`config.mk`:
```
export PLATFORM = sky130hd
export DESIGN_NAME = sliding_window_min_avg_max_core
export DESIGN_NICKNAME = d
export VERILOG_FILES = /design/src/hdl/swmm_pkg.sv /design/src/hdl/swmm_cell.sv /design/src/hdl/swmm_div.sv /design/src/hdl/sliding_window_min_avg_max_core.sv
export SDC_FILE = /design/constraint.sdc
export NUM_CORES = 2
export LEC_CHECK = 0
export ABC_AREA = 1
export ABC_CLOCK_PERIOD_IN_PS = 34800
export BUFFER_PORTS_ARGS = -buffer_cell sky130_fd_sc_hd__buf_4
export CORE_ASPECT_RATIO = 0.75
export CORE_UTILIZATION = 45
export CTS_CLUSTER_SIZE = 25
export DETAILED_ROUTE_END_ITERATION = 10
export GPL_TIMING_DRIVEN = 0
export SLEW_MARGIN = 15
export SYNTH_ARGS = -nofsm -noshare
export SYNTH_HDL_FRONTEND = slang
export SYNTH_SLANG_ARGS = --single-unit
```
`constraint.sdc`:
```
create_clock -name clk_i -period 34.8 [get_ports clk_i]
set_clock_uncertainty 0.1 [all_clocks]
set_input_delay 1.74 -clock clk_i [delete_from_list [all_inputs] [get_ports clk_i]]
set_output_delay 1.74 -clock clk_i [all_outputs]
set_load 0.02 [all_outputs]
```
`src/hdl/swmm_pkg.sv`:
```
`default_nettype none

package swmm_pkg;

  // Default sizing
  localparam int unsigned SAMPLE_WIDTH_DEF = 16;
  localparam int unsigned WINDOW_MAX_DEF   = 64;

  // Result and register widths fixed by the interface
  localparam int unsigned NUM_W   = 16;
  localparam int unsigned WSIZE_W = 7;
  localparam int unsigned APB_AW  = 2;
  localparam int unsigned APB_DW  = 32;

  localparam logic [NUM_W-1:0]   NUM_SAT     = '1;
  localparam logic [WSIZE_W-1:0] WSIZE_RESET = 7'd8;

  // Register map
  localparam logic [APB_AW-1:0] ADDR_WINDOW_SIZE = 2'd0;

  // Per-cycle command to every window cell
  typedef struct packed {
    logic shift;   // take left neighbor (newest item enters cell 0)
    logic rotate;  // take right neighbor, last cell wraps from cell 0
  } cell_ctrl_t;

endpackage

`default_nettype wire

```
`src/hdl/swmm_cell.sv`:
```
`default_nettype none

module swmm_cell #(
  parameter int unsigned SAMPLE_WIDTH = swmm_pkg::SAMPLE_WIDTH_DEF
) (
  input  wire                         clk_i,
  input  swmm_pkg::cell_ctrl_t        ctrl_i,
  input  wire  signed [SAMPLE_WIDTH-1:0] left_i,
  input  wire  signed [SAMPLE_WIDTH-1:0] right_i,
  output logic signed [SAMPLE_WIDTH-1:0] value_o
);
  import swmm_pkg::*;

  logic signed [SAMPLE_WIDTH-1:0] value_q;
  logic signed [SAMPLE_WIDTH-1:0] value_d;

  always_comb begin
    value_d = value_q;
    if (ctrl_i.shift) begin
      value_d = left_i;
    end else if (ctrl_i.rotate) begin
      value_d = right_i;
    end
  end

  always_ff @(posedge clk_i) begin
    value_q <= value_d;
  end

  assign value_o = value_q;

endmodule

`default_nettype wire

```
`src/hdl/swmm_div.sv`:
```
`default_nettype none

// Restoring signed / unsigned divider, one quotient bit per cycle.
// Quotient truncates toward zero.
module swmm_div #(
  parameter int unsigned DIVIDEND_W = 22,
  parameter int unsigned DIVISOR_W  = 7
) (
  input  wire                          clk_i,
  input  wire                          rst_ni,
  input  wire                          start_i,
  input  wire  signed [DIVIDEND_W-1:0] dividend_i,
  input  wire         [DIVISOR_W-1:0]  divisor_i,
  output logic                         busy_o,
  output logic                         done_o,
  output logic signed [DIVIDEND_W-1:0] quotient_o
);

  localparam int unsigned STEP_W = (DIVIDEND_W > 1) ? $clog2(DIVIDEND_W) : 1;
  localparam logic [STEP_W-1:0] LAST_STEP = STEP_W'(DIVIDEND_W - 1);

  logic                  busy_q, busy_d;
  logic                  done_q, done_d;
  logic [STEP_W-1:0]     step_q, step_d;
  logic [DIVIDEND_W-1:0] acc_q, acc_d;
  logic [DIVISOR_W-1:0]  rem_q, rem_d;
  logic [DIVISOR_W-1:0]  den_q, den_d;
  logic                  neg_q, neg_d;
  logic [DIVISOR_W:0]    trial;
  logic [DIVISOR_W:0]    diff;
  logic                  fits;

  assign trial = {rem_q, acc_q[DIVIDEND_W-1]};
  assign diff  = trial - {1'b0, den_q};
  assign fits  = trial >= {1'b0, den_q};

  always_comb begin
    busy_d = busy_q;
    done_d = 1'b0;
    step_d = step_q;
    acc_d  = acc_q;
    rem_d  = rem_q;
    den_d  = den_q;
    neg_d  = neg_q;
    if (start_i) begin
      busy_d = 1'b1;
      step_d = '0;
      rem_d  = '0;
      den_d  = divisor_i;
      neg_d  = dividend_i[DIVIDEND_W-1];
      acc_d  = dividend_i[DIVIDEND_W-1] ? (-dividend_i) : dividend_i;
    end else if (busy_q) begin
      rem_d = fits ? diff[DIVISOR_W-1:0] : trial[DIVISOR_W-1:0];
      acc_d = {acc_q[DIVIDEND_W-2:0], fits};
      if (step_q == LAST_STEP) begin
        busy_d = 1'b0;
        done_d = 1'b1;
      end else begin
        step_d = step_q + 1'b1;
      end
    end
  end

  always_ff @(posedge clk_i or negedge rst_ni) begin
    if (!rst_ni) begin
      busy_q <= 1'b0;
      done_q <= 1'b0;
      step_q <= '0;
    end else begin
      busy_q <= busy_d;
      done_q <= done_d;
      step_q <= step_d;
    end
  end

  always_ff @(posedge clk_i) begin
    acc_q <= acc_d;
    rem_q <= rem_d;
    den_q <= den_d;
    neg_q <= neg_d;
  end

  assign busy_o     = busy_q;
  assign done_o     = done_q;
  assign quotient_o = neg_q ? (-$signed(acc_q)) : $signed(acc_q);

endmodule

`default_nettype wire

```
`src/hdl/sliding_window_min_avg_max_core.sv`:
```
`default_nettype none

// Sliding-window minimum / average / maximum over a stream of signed samples.
//
// Input channel: in_valid_i / in_stall_o with sample_value_i and restart_i.
// An item is taken at a clock edge with in_valid_i high and in_stall_o low.
// restart_i clears the window and the sample number before the item enters.
// Output channel: out_valid_o / out_stall_i with the sample number, the echo
// of the sample, and min, average (truncated toward zero) and max over the
// most recent window_size samples since the last restart.
// Configuration: APB register window_size at address 0 (reset 8). Zero acts
// as one, values above WINDOW_MAX act as WINDOW_MAX. Write it only when idle.
//
// After accept, the window chain makes one full rotation past the accumulator
// at cell 0, then the serial divider produces one quotient bit per cycle.
// One item is in work at a time, so a new item is taken only after the
// previous result has moved into the output register.
// The finished result sits in an output register: the next item is accepted
// while it waits under out_stall_i; only a second result waits for the first.
// Reset empties the window, clears the sample number and drops out_valid_o.
module sliding_window_min_avg_max_core #(
  parameter int unsigned WINDOW_MAX   = swmm_pkg::WINDOW_MAX_DEF,
  parameter int unsigned SAMPLE_WIDTH = swmm_pkg::SAMPLE_WIDTH_DEF
) (
  input  wire                             clk_i,
  input  wire                             rst_ni,
  // input items
  input  wire                             in_valid_i,
  output logic                            in_stall_o,
  input  wire  signed [SAMPLE_WIDTH-1:0]  sample_value_i,
  input  wire                             restart_i,
  // result items
  output logic                            out_valid_o,
  input  wire                             out_stall_i,
  output logic        [swmm_pkg::NUM_W-1:0] sample_number_o,
  output logic signed [SAMPLE_WIDTH-1:0]  sample_echo_o,
  output logic signed [SAMPLE_WIDTH-1:0]  window_min_o,
  output logic signed [SAMPLE_WIDTH-1:0]  window_avg_o,
  output logic signed [SAMPLE_WIDTH-1:0]  window_max_o,
  // configuration
  input  wire                             psel,
  input  wire                             penable,
  input  wire                             pwrite,
  input  wire         [swmm_pkg::APB_AW-1:0] paddr,
  input  wire         [swmm_pkg::APB_DW-1:0] pwdata,
  output logic        [swmm_pkg::APB_DW-1:0] prdata,
  output logic                            pready
);
  import swmm_pkg::*;

  localparam int unsigned CNT_W = $clog2(WINDOW_MAX + 1);
  localparam int unsigned K_W   = $clog2(WINDOW_MAX);
  localparam int unsigned SUM_W = SAMPLE_WIDTH + $clog2(WINDOW_MAX);
  localparam int unsigned CMP_W = (CNT_W > WSIZE_W) ? CNT_W : WSIZE_W;
  localparam logic [K_W-1:0] K_LAST = K_W'(WINDOW_MAX - 1);

  typedef enum logic [3:0] {
    ST_IDLE  = 4'b0001,
    ST_SCAN  = 4'b0010,
    ST_DIV   = 4'b0100,
    ST_WRITE = 4'b1000
  } state_e;

  state_e state_q, state_d;

  // ---------------------------------------------------------------------------
  // Configuration register
  // ---------------------------------------------------------------------------
  logic [WSIZE_W-1:0] wsize_q;
  logic               cfg_wr;

  assign cfg_wr = psel && penable && pwrite && (paddr == ADDR_WINDOW_SIZE);
  assign pready = 1'b1;

  always_comb begin
    prdata = '0;
    if (paddr == ADDR_WINDOW_SIZE) begin
      prdata = {{(APB_DW - WSIZE_W){1'b0}}, wsize_q};
    end
  end

  always_ff @(posedge clk_i or negedge rst_ni) begin
    if (!rst_ni) begin
      wsize_q <= WSIZE_RESET;
    end else if (cfg_wr) begin
      wsize_q <= pwdata[WSIZE_W-1:0];
    end
  end

  // Clamp the programmed size into 1..WINDOW_MAX
  logic [CMP_W-1:0] wsize_ext;
  logic [CNT_W-1:0] win;

  assign wsize_ext = CMP_W'(wsize_q);

  always_comb begin
    if (wsize_q == '0) begin
      win = CNT_W'(1);
    end else if (wsize_ext > CMP_W'(WINDOW_MAX)) begin
      win = CNT_W'(WINDOW_MAX);
    end else begin
      win = wsize_ext[CNT_W-1:0];
    end
  end

  // ---------------------------------------------------------------------------
  // Window chain: shift on accept, rotate toward cell 0 during the scan
  // ---------------------------------------------------------------------------
  logic                           in_acc;
  cell_ctrl_t                     cell_ctrl;
  logic signed [SAMPLE_WIDTH-1:0] cell_val [WINDOW_MAX];

  assign in_stall_o       = (state_q != ST_IDLE);
  assign in_acc           = in_valid_i && !in_stall_o;
  assign cell_ctrl.shift  = in_acc;
  assign cell_ctrl.rotate = (state_q == ST_SCAN);

  for (genvar g = 0; g < WINDOW_MAX; g++) begin : g_cell
    logic signed [SAMPLE_WIDTH-1:0] left_val;
    logic signed [SAMPLE_WIDTH-1:0] right_val;

    if (g == 0) begin : g_first
      assign left_val = sample_value_i;
    end else begin : g_mid_l
      assign left_val = cell_val[g-1];
    end

    if (g == WINDOW_MAX - 1) begin : g_last
      assign right_val = cell_val[0];
    end else begin : g_mid_r
      assign right_val = cell_val[g+1];
    end

    swmm_cell #(
      .SAMPLE_WIDTH(SAMPLE_WIDTH)
    ) u_cell (
      .clk_i  (clk_i),
      .ctrl_i (cell_ctrl),
      .left_i (left_val),
      .right_i(right_val),
      .value_o(cell_val[g])
    );
  end

  // ---------------------------------------------------------------------------
  // Control and accumulation
  // ---------------------------------------------------------------------------
  logic [CNT_W-1:0]               fill_q, fill_d;
  logic [NUM_W-1:0]               num_q, num_d;
  logic [K_W-1:0]                 k_q, k_d;
  logic signed [SAMPLE_WIDTH-1:0] echo_q, echo_d;
  logic signed [SAMPLE_WIDTH-1:0] lo_q, lo_d;
  logic signed [SAMPLE_WIDTH-1:0] hi_q, hi_d;
  logic signed [SUM_W-1:0]        sum_q, sum_d;
  logic                           div_go_q, div_go_d;
  logic                           out_valid_q, out_valid_d;
  logic [CNT_W-1:0]               fill_base;
  logic [NUM_W-1:0]               num_base;
  logic                           take;
  logic                           out_load;

  logic                           div_busy;
  logic                           div_done;
  logic signed [SUM_W-1:0]        div_quot;

  logic [NUM_W-1:0]               out_num_q;
  logic signed [SAMPLE_WIDTH-1:0] out_echo_q;
  logic signed [SAMPLE_WIDTH-1:0] out_min_q;
  logic signed [SAMPLE_WIDTH-1:0] out_avg_q;
  logic signed [SAMPLE_WIDTH-1:0] out_max_q;

  assign fill_base = restart_i ? '0 : fill_q;
  assign num_base  = restart_i ? '0 : num_q;
  assign take      = (CNT_W'(k_q) < fill_q);
  assign out_load  = (state_q == ST_WRITE) && (!out_valid_q || !out_stall_i);

  always_comb begin
    state_d     = state_q;
    fill_d      = fill_q;
    num_d       = num_q;
    k_d         = k_q;
    echo_d      = echo_q;
    lo_d        = lo_q;
    hi_d        = hi_q;
    sum_d       = sum_q;
    div_go_d    = 1'b0;
    out_valid_d = out_valid_q && out_stall_i;

    case (state_q)
      ST_IDLE: begin
        if (in_acc) begin
          // window fill: grow by one, clamp to the current size
          fill_d  = (fill_base < win) ? (fill_base + 1'b1) : win;
          num_d   = (num_base == NUM_SAT) ? num_base : (num_base + 1'b1);
          k_d     = '0;
          echo_d  = sample_value_i;
          lo_d    = sample_value_i;
          hi_d    = sample_value_i;
          sum_d   = '0;
          state_d = ST_SCAN;
        end
      end
      ST_SCAN: begin
        // cell 0 holds the original cell k on step k
        if (take) begin
          if (cell_val[0] < lo_q) begin
            lo_d = cell_val[0];
          end
          if (cell_val[0] > hi_q) begin
            hi_d = cell_val[0];
          end
          sum_d = sum_q + SUM_W'(cell_val[0]);
        end
        if (k_q == K_LAST) begin
          div_go_d = 1'b1;
          state_d  = ST_DIV;
        end else begin
          k_d = k_q + 1'b1;
        end
      end
      ST_DIV: begin
        if (div_done) begin
          state_d = ST_WRITE;
        end
      end
      ST_WRITE: begin
        if (out_load) begin
          out_valid_d = 1'b1;
          state_d     = ST_IDLE;
        end
      end
      default: begin
        state_d = ST_IDLE;
      end
    endcase
  end

  always_ff @(posedge clk_i or negedge rst_ni) begin
    if (!rst_ni) begin
      state_q     <= ST_IDLE;
      fill_q      <= '0;
      num_q       <= '0;
      k_q         <= '0;
      div_go_q    <= 1'b0;
      out_valid_q <= 1'b0;
    end else begin
      state_q     <= state_d;
      fill_q      <= fill_d;
      num_q       <= num_d;
      k_q         <= k_d;
      div_go_q    <= div_go_d;
      out_valid_q <= out_valid_d;
    end
  end

  always_ff @(posedge clk_i) begin
    echo_q <= echo_d;
    lo_q   <= lo_d;
    hi_q   <= hi_d;
    sum_q  <= sum_d;
  end

  // ---------------------------------------------------------------------------
  // Average: window sum over fill count
  // ---------------------------------------------------------------------------
  swmm_div #(
    .DIVIDEND_W(SUM_W),
    .DIVISOR_W (CNT_W)
  ) u_div (
    .clk_i     (clk_i),
    .rst_ni    (rst_ni),
    .start_i   (div_go_q),
    .dividend_i(sum_q),
    .divisor_i (fill_q),
    .busy_o    (div_busy),
    .done_o    (div_done),
    .quotient_o(div_quot)
  );

  // ---------------------------------------------------------------------------
  // Output register
  // ---------------------------------------------------------------------------
  always_ff @(posedge clk_i) begin
    if (out_load) begin
      out_num_q  <= num_q;
      out_echo_q <= echo_q;
      out_min_q  <= lo_q;
      out_avg_q  <= div_quot[SAMPLE_WIDTH-1:0];
      out_max_q  <= hi_q;
    end
  end

  assign out_valid_o     = out_valid_q;
  assign sample_number_o = out_num_q;
  assign sample_echo_o   = out_echo_q;
  assign window_min_o    = out_min_q;
  assign window_avg_o    = out_avg_q;
  assign window_max_o    = out_max_q;

  // ---------------------------------------------------------------------------
  // Assertions
  // ---------------------------------------------------------------------------
  a_accept_starts_scan : assert property (@(posedge clk_i) disable iff (!rst_ni)
    in_acc |=> (state_q == ST_SCAN) && (k_q == '0))
    else $error("accepted item did not start the window scan");

  a_div_start_idle : assert property (@(posedge clk_i) disable iff (!rst_ni)
    div_go_q |-> !div_busy && (fill_q != '0))
    else $error("divider started while busy or with an empty window");

  a_fill_bound : assert property (@(posedge clk_i) disable iff (!rst_ni)
    (state_q == ST_DIV) |-> (fill_q <= CNT_W'(WINDOW_MAX)) && (lo_q <= hi_q))
    else $error("fill count or min/max out of order");

  a_result_from_write : assert property (@(posedge clk_i) disable iff (!rst_ni)
    $rose(out_valid_q) |-> $past(state_q == ST_WRITE))
    else $error("result raised outside the write step");

endmodule

`default_nettype wire
```
---- Word-level counts from Yosys, hierarchy flattened ----
Index checks and enable logic that the tools add are counted.
storage, ports and cells
  RAM bits ................................ 0
  flip-flop bits (word level) ............. 1260
  latch bits .............................. 0
  bits in read-only memories .............. 0
  memories ................................ 0
cells by class
  div/mod/pow operators ................... 0
  add/subtract/negate cells ............... 8
  $mul .................................... 0
  equality and inequality tests ........... 17
  bitwise gates (word level) .............. 0
  shifts and indexed selects .............. 0
  multiplexer cells ....................... 171
  $lt $le $gt $ge ......................... 6
  reductions and logical operators ........ 22
operator list
  kind                                                    count
  two-way mux 16 bit                                      136
  two-way mux 22 bit                                      5
  one-hot mux 16 bit (2 select lines)                     2
  one-hot mux 22 bit (2 select lines)                     1
  two-way mux 7 bit                                       6
  adder 22 x 16 -> 22 bit                                 1
  negation 22 bit                                         1
  adder 16 x 1 -> 16 bit (second input constant)          1
  equality test 16 bit (second input constant)            1
  > comparator 16 bit                                     1
  less-than comparator 16 bit                             1
  two-way mux 4 bit                                       4
  negation 16 bit                                         1
  one-hot mux 4 bit (4 select lines)                      1
  two-way mux 5 bit                                       3
  two-way mux 6 bit                                       2
  one-hot mux 6 bit (2 select lines)                      1
  AND reduction 4 bit                                     3
  two-way mux 1 bit                                       10
  inequality test 2 x 1 -> 1 bit (second input constant)  5
  greater-or-equal comparator 8 x 7 -> 1 bit              1
  inequality test 2 bit (second input constant)           4
  adder 7 x 1 -> 7 bit (second input constant)            1
  > comparator 7 bit (second input constant)              1
  other kinds (20)                                        31

---- Depth between registers and ports, before layout ----
  depth in word-level cells ............... 5
  depth in mapped cells ................... 15
  mapped depth without buffers ............ 15

---- By module ----
From an unflattened synthesis, not the netlist that was laid out.
second synthesis, totals
  cell total of the unflattened synthesis .. 5902
  area total of the unflattened synthesis .. 60008.8 µm²
by module, submodules not included
  module                           times used  area an instance (µm²)  cells each
  swmm_cell                        64          730.7                   69
  sliding_window_min_avg_max_core  1           9860.7                  1001
  swmm_div                         1           3383.2                  485

---- Worst setup path before layout ----
Ideal clock, no wire load.
  path kind ............................... input -> register
  start point ............................. in in_valid_i
  end point ............................... reg hi_q[0], enable pin
  setup time .............................. 0.402 ns
  stages on the path ...................... 7
  arrival time ............................ 27.162 ns
  setup slack ............................. 7.136 ns
  cells stage by stage .................... inv_1 -> nor2_8 -> inv_2 -> clkbuf_1 -> nand2_1 -> nand2_1 -> a21oi_1
between the ends
  word-level cells in the longest chain between the ends .. 3
RTL lines
  what                                    RTL line                                source
  start, declared                         sliding_window_min_avg_max_core.sv:28   input wire in_valid_i,
  logical AND 1 bit                       sliding_window_min_avg_max_core.sv:114  assign in_acc = in_valid_i && !in_stall_o;
  inequality test 2 bit (no source line)  --
  AND reduction 4 bit (no source line)    --
  end signal, assigned                    sliding_window_min_avg_max_core.sv:259  hi_q <= hi_d;
  end, declared                           sliding_window_min_avg_max_core.sv:153  logic signed [SAMPLE_WIDTH-1:0] hi_q, hi_d;
Every way passes these cells.
A chain may end at the register's enable or synchronous reset.

---- Worst setup path after layout ----
  start point ............................. in in_valid_i
  end point ............................... reg g_cell[13].u_cell.value_q[0], enable pin
between the ends
  word-level cells in the longest chain between the ends .. 2
RTL lines
  what                                 RTL line                                source
  logical AND 1 bit                    sliding_window_min_avg_max_core.sv:114
  nonzero test 2 bit (no source line)  --
  end signal, assigned                 swmm_cell.sv:27                         value_q <= value_d;
  end, declared                        swmm_cell.sv:14                         logic signed [SAMPLE_WIDTH-1:0] value_q;
Every way passes these cells.

==> impl_metrics.env <==
export IMPL_run_status="finished, final reports clean"
export IMPL_timing_final_setup_violations=0
export IMPL_areaGrowthSynthToFinish_pct=14.0
export IMPL_drt_pass1_iter_count=7
export IMPL_netlist_area_sq_mm=0.0560
export IMPL_layout_net_count=6092
export IMPL_final_hold_violation_count=0
export IMPL_ys_types=51
export IMPL_synth_edff_count=1204
export IMPL_tritoncts="yes"
export IMPL_gate_count_after_technology_mapping=5662
export IMPL_setup_repair_after_global_routing_missed_its_margin="false"
export IMPL_post_synth_and_or_nand_nor_area_fraction_pct=24.4
export IMPL_worst_slew_pin_slew_ps=942
export IMPL_synth_avg_cell_area_sq_um=9.89
export IMPL_yosys_warnings=0
export IMPL_ioPinCount=173
export IMPL_drive_gt1_share_pct=8.76
export IMPL_die_width_microns=409
export IMPL_core_area_sq_mm=0.123
export IMPL_critPathSlowestCell="clkbuf_1"
export IMPL_dpl_cell_area_sq_mm=0.0597
export IMPL_timing_max_transition_violations_final=0
export IMPL_crit_path_kind="primary input to flop"
export IMPL_drt_drc=0
export IMPL_post_synth_top_area_fraction_pct=64.6
export IMPL_critical_path_top_delay_family="buffers and inverters"
export IMPL_worst_path_most_repeated_cell="buf_16"
export IMPL_ctsLongestPathBuffers=3
export IMPL_grt_pass1_vias=38100
export IMPL_critical_path_cell_chain="buf_4 -> inv_1 -> nor2_8 -> inv_2 -> clkbuf_1 -> nand2_4 -> buf_16 -> buf_16 -> buf_16 -> buf_12 -> buf_16 -> buf_16 -> buf_16"
export IMPL_leakagePower_uw=0.0276
export IMPL_gp_congestion=0.877
export IMPL_routed_via_density=5.08
export IMPL_period_needed_ps=5350
export IMPL_endpoint_kind="flop"
export IMPL_initial_core_util_pct=45.6
export IMPL_clkTransAtPathRegs_ps=70
export IMPL_synth_area_mux_share_pct=0
export IMPL_ir_drop_uv=51.6
export IMPL_synth_ff_type="edfxtp_1"
export IMPL_ctsResizeCount=0
export IMPL_tritoncts_num_sinks=1260
export IMPL_holdCritPathClass="flop to flop"
export IMPL_cts_htree_levels=3
export IMPL_final_min_period_over_clock_period_pct=15.4
export IMPL_place_port_buffers=121
export IMPL_totalWireLength_mm=134
export IMPL_maxClockFrequency_mhz=187
export IMPL_synth_top_cells_by_count="nand2_1 (3296), edfxtp_1 (1204), inv_1 (176), nor2_1 (151), buf_2 (146)"
export IMPL_setup_slack_after_layout_ps=29450
export IMPL_grt_max_degree=62
export IMPL_post_synth_top_area_cell="edfxtp_1"
export IMPL_drtAntennaViolNets=0
export IMPL_postSynth_asyncResetShare_pct=3.89
export IMPL_synth_seq_cells=1260
export IMPL_die_height_microns=307
export IMPL_design_die_area_sq_mm=0.126
export IMPL_grt_total_usage_pct=21.2
export IMPL_antenna_violations_before_repair=3
export IMPL_arrival_ps=5630
export IMPL_crit_buf_inv=11
export IMPL_fp_row_count=111
export IMPL_synth_fa_ha_area_share_pct=1.79
export IMPL_synthXorXnorAreaFrac_pct=0.767
export IMPL_initialDrtViolationCount=3915
export IMPL_dp_slack_ps=28690
export IMPL_synth_compound_gate_area_share_pct=2.37
export IMPL_cts_hold_buf=0
export IMPL_critPathMaxFanout=60
export IMPL_post_dp_hpwl_mm=98.0
export IMPL_timing_max_cap_violations=0
export IMPL_post_route_cell_area_sq_mm=0.0638
export IMPL_clock_latency_ps=730
export IMPL_first_pass_grt_wire_length_mm=210
export IMPL_dr_total_vias=39100
export IMPL_worst_slew_margin_pct=37.1
export IMPL_combinational_family_with_the_most_area_after_synthesis="simple AND/OR/NAND/NOR gates"
export IMPL_critPathRequiredTime_ps=35090
export IMPL_globalRoute_totalOverflow=0
export IMPL_cellPowerDensity_mw_per_mm2=104
export IMPL_seq_area_frac_synth_pct=67.0
export IMPL_post_cts_buffers=0
export IMPL_worst_setup_path_start_kind="primary input"
export IMPL_max_stage_delay_ps=450
export IMPL_clk_root_buffer_cell="clkbuf_16"
export IMPL_library_cell_with_the_highest_instance_count_after_synthesis="nand2_1"
export IMPL_cts_made_buffers=121
export IMPL_synthTopCellsByArea="edfxtp_1 (65%), nand2_1 (22%), dfrtp_1 (2.1%)"
export IMPL_post_dr_wirelength_cell_microns=17.4
-- per-stage QoR --
stage	power (uW)	instances	util [%]	setup TNS, ps	hold WS [ps]
after floorplan	5210	5686	-	0	300
after global placement	5620	7445	48.1	-3400920	301
after detailed placement	5260	7470	48.6	0	307
after CTS	6660	7701	52.0	0	317
after global routing	7070	7703	52.0	0	330
final	6620	7704	52.0	0	312
-- cell type report --
cell class                 instances  area [sq um]
clock inverter                    76           838
multi-input combinational       3969         16500
buffer                           274          1370
timing repair buffer             146          1540
inverter                         183           687
tap                             1638          2050
fill                           11300         59000
sequential                      1260         37500
antenna                            3          7.51
clock buffer                     155          3270
-- placed cells by master, fill, tap and decap left out, types with 7 or more instances in the layout --
cell	instances
clkbuf_1	109
clkinv_2	26
nand2_1	3295
buf_4	151
clkbuf_16	125
nand3_1	62
xnor2_1	14
buf_6	8
edfxtp_1	1204
buf_1	10
dfrtp_1	47
xor2_1	35
conb_1	26
nand4_1	23
inv_1	176
dfxtp_1	7
clkinv_1	27
ha_1	77
a21oi_1	79
o21ai_0	125
buf_16	20
bufinv_16	17
buf_2	146
nor3_1	17
nor2_1	150
-- state kept, by name, indices dropped and copies added (netlist names), 4 cells and up --
name,count
fill_q,7
k_q,6
num_q,16
g_cell.u_cell.value_o,1024
u_div.acc_q,22
state_q,4
sum_q,22
hi_q,16
u_div.rem_q,7
window_avg_o,16
lo_q,16
u_div.step_q,5
echo_q,16
wsize_ext,7
sample_number_o,16
sample_echo_o,16
window_max_o,16
window_min_o,16
u_div.den_q,7
-- logic make-up after synthesis --
group | count (synthesis)
flip-flops | 1260
XOR/XNOR | 49
adder cells (fa/ha/maj) | 79
AO/OA/AOI/OAI | 246
AND/OR/NAND/NOR | 3569
other | 2
buffers and inverters | 457
-- layer usage --
metal  share of wire (%)  wire length [microns]  global-route usage (%)  vias to the layer above
met5               0.019                     26                       0                        -
met1                  49                  65200                    32.5                    18800
met3                 7.1                   9530                    4.38                      192
li1                    -                      -                       -                    19000
met4                 2.5                   3390                    6.16                        4
met2                  42                  55900                    30.1                     1053
-- worst paths after layout --
check	start	slack, ps	to	cells past startpoint
worst max-delay path	in_valid_i	29450	g_cell[13].u_cell.value_o[0]	13
worst min-delay path	echo_q[2]	310	sample_echo_o[2]	0
worst max register to register	state_q[0]	29850	g_cell[13].u_cell.value_o[0]	14
worst min register to register	echo_q[2]	310	sample_echo_o[2]	0
max in group asynchronous	rst_ni	33170	u_div.step_q[3]	1
min in group asynchronous	rst_ni	940	num_q[9]	1
-- where the power goes --
group          total [uW]  internal (uW)  switching, uW
Combinational        2030            610           1420
Clock                1370            789            583
Sequential           3220           2780            440
Note: power is estimated with default switching activity, not from simulation.
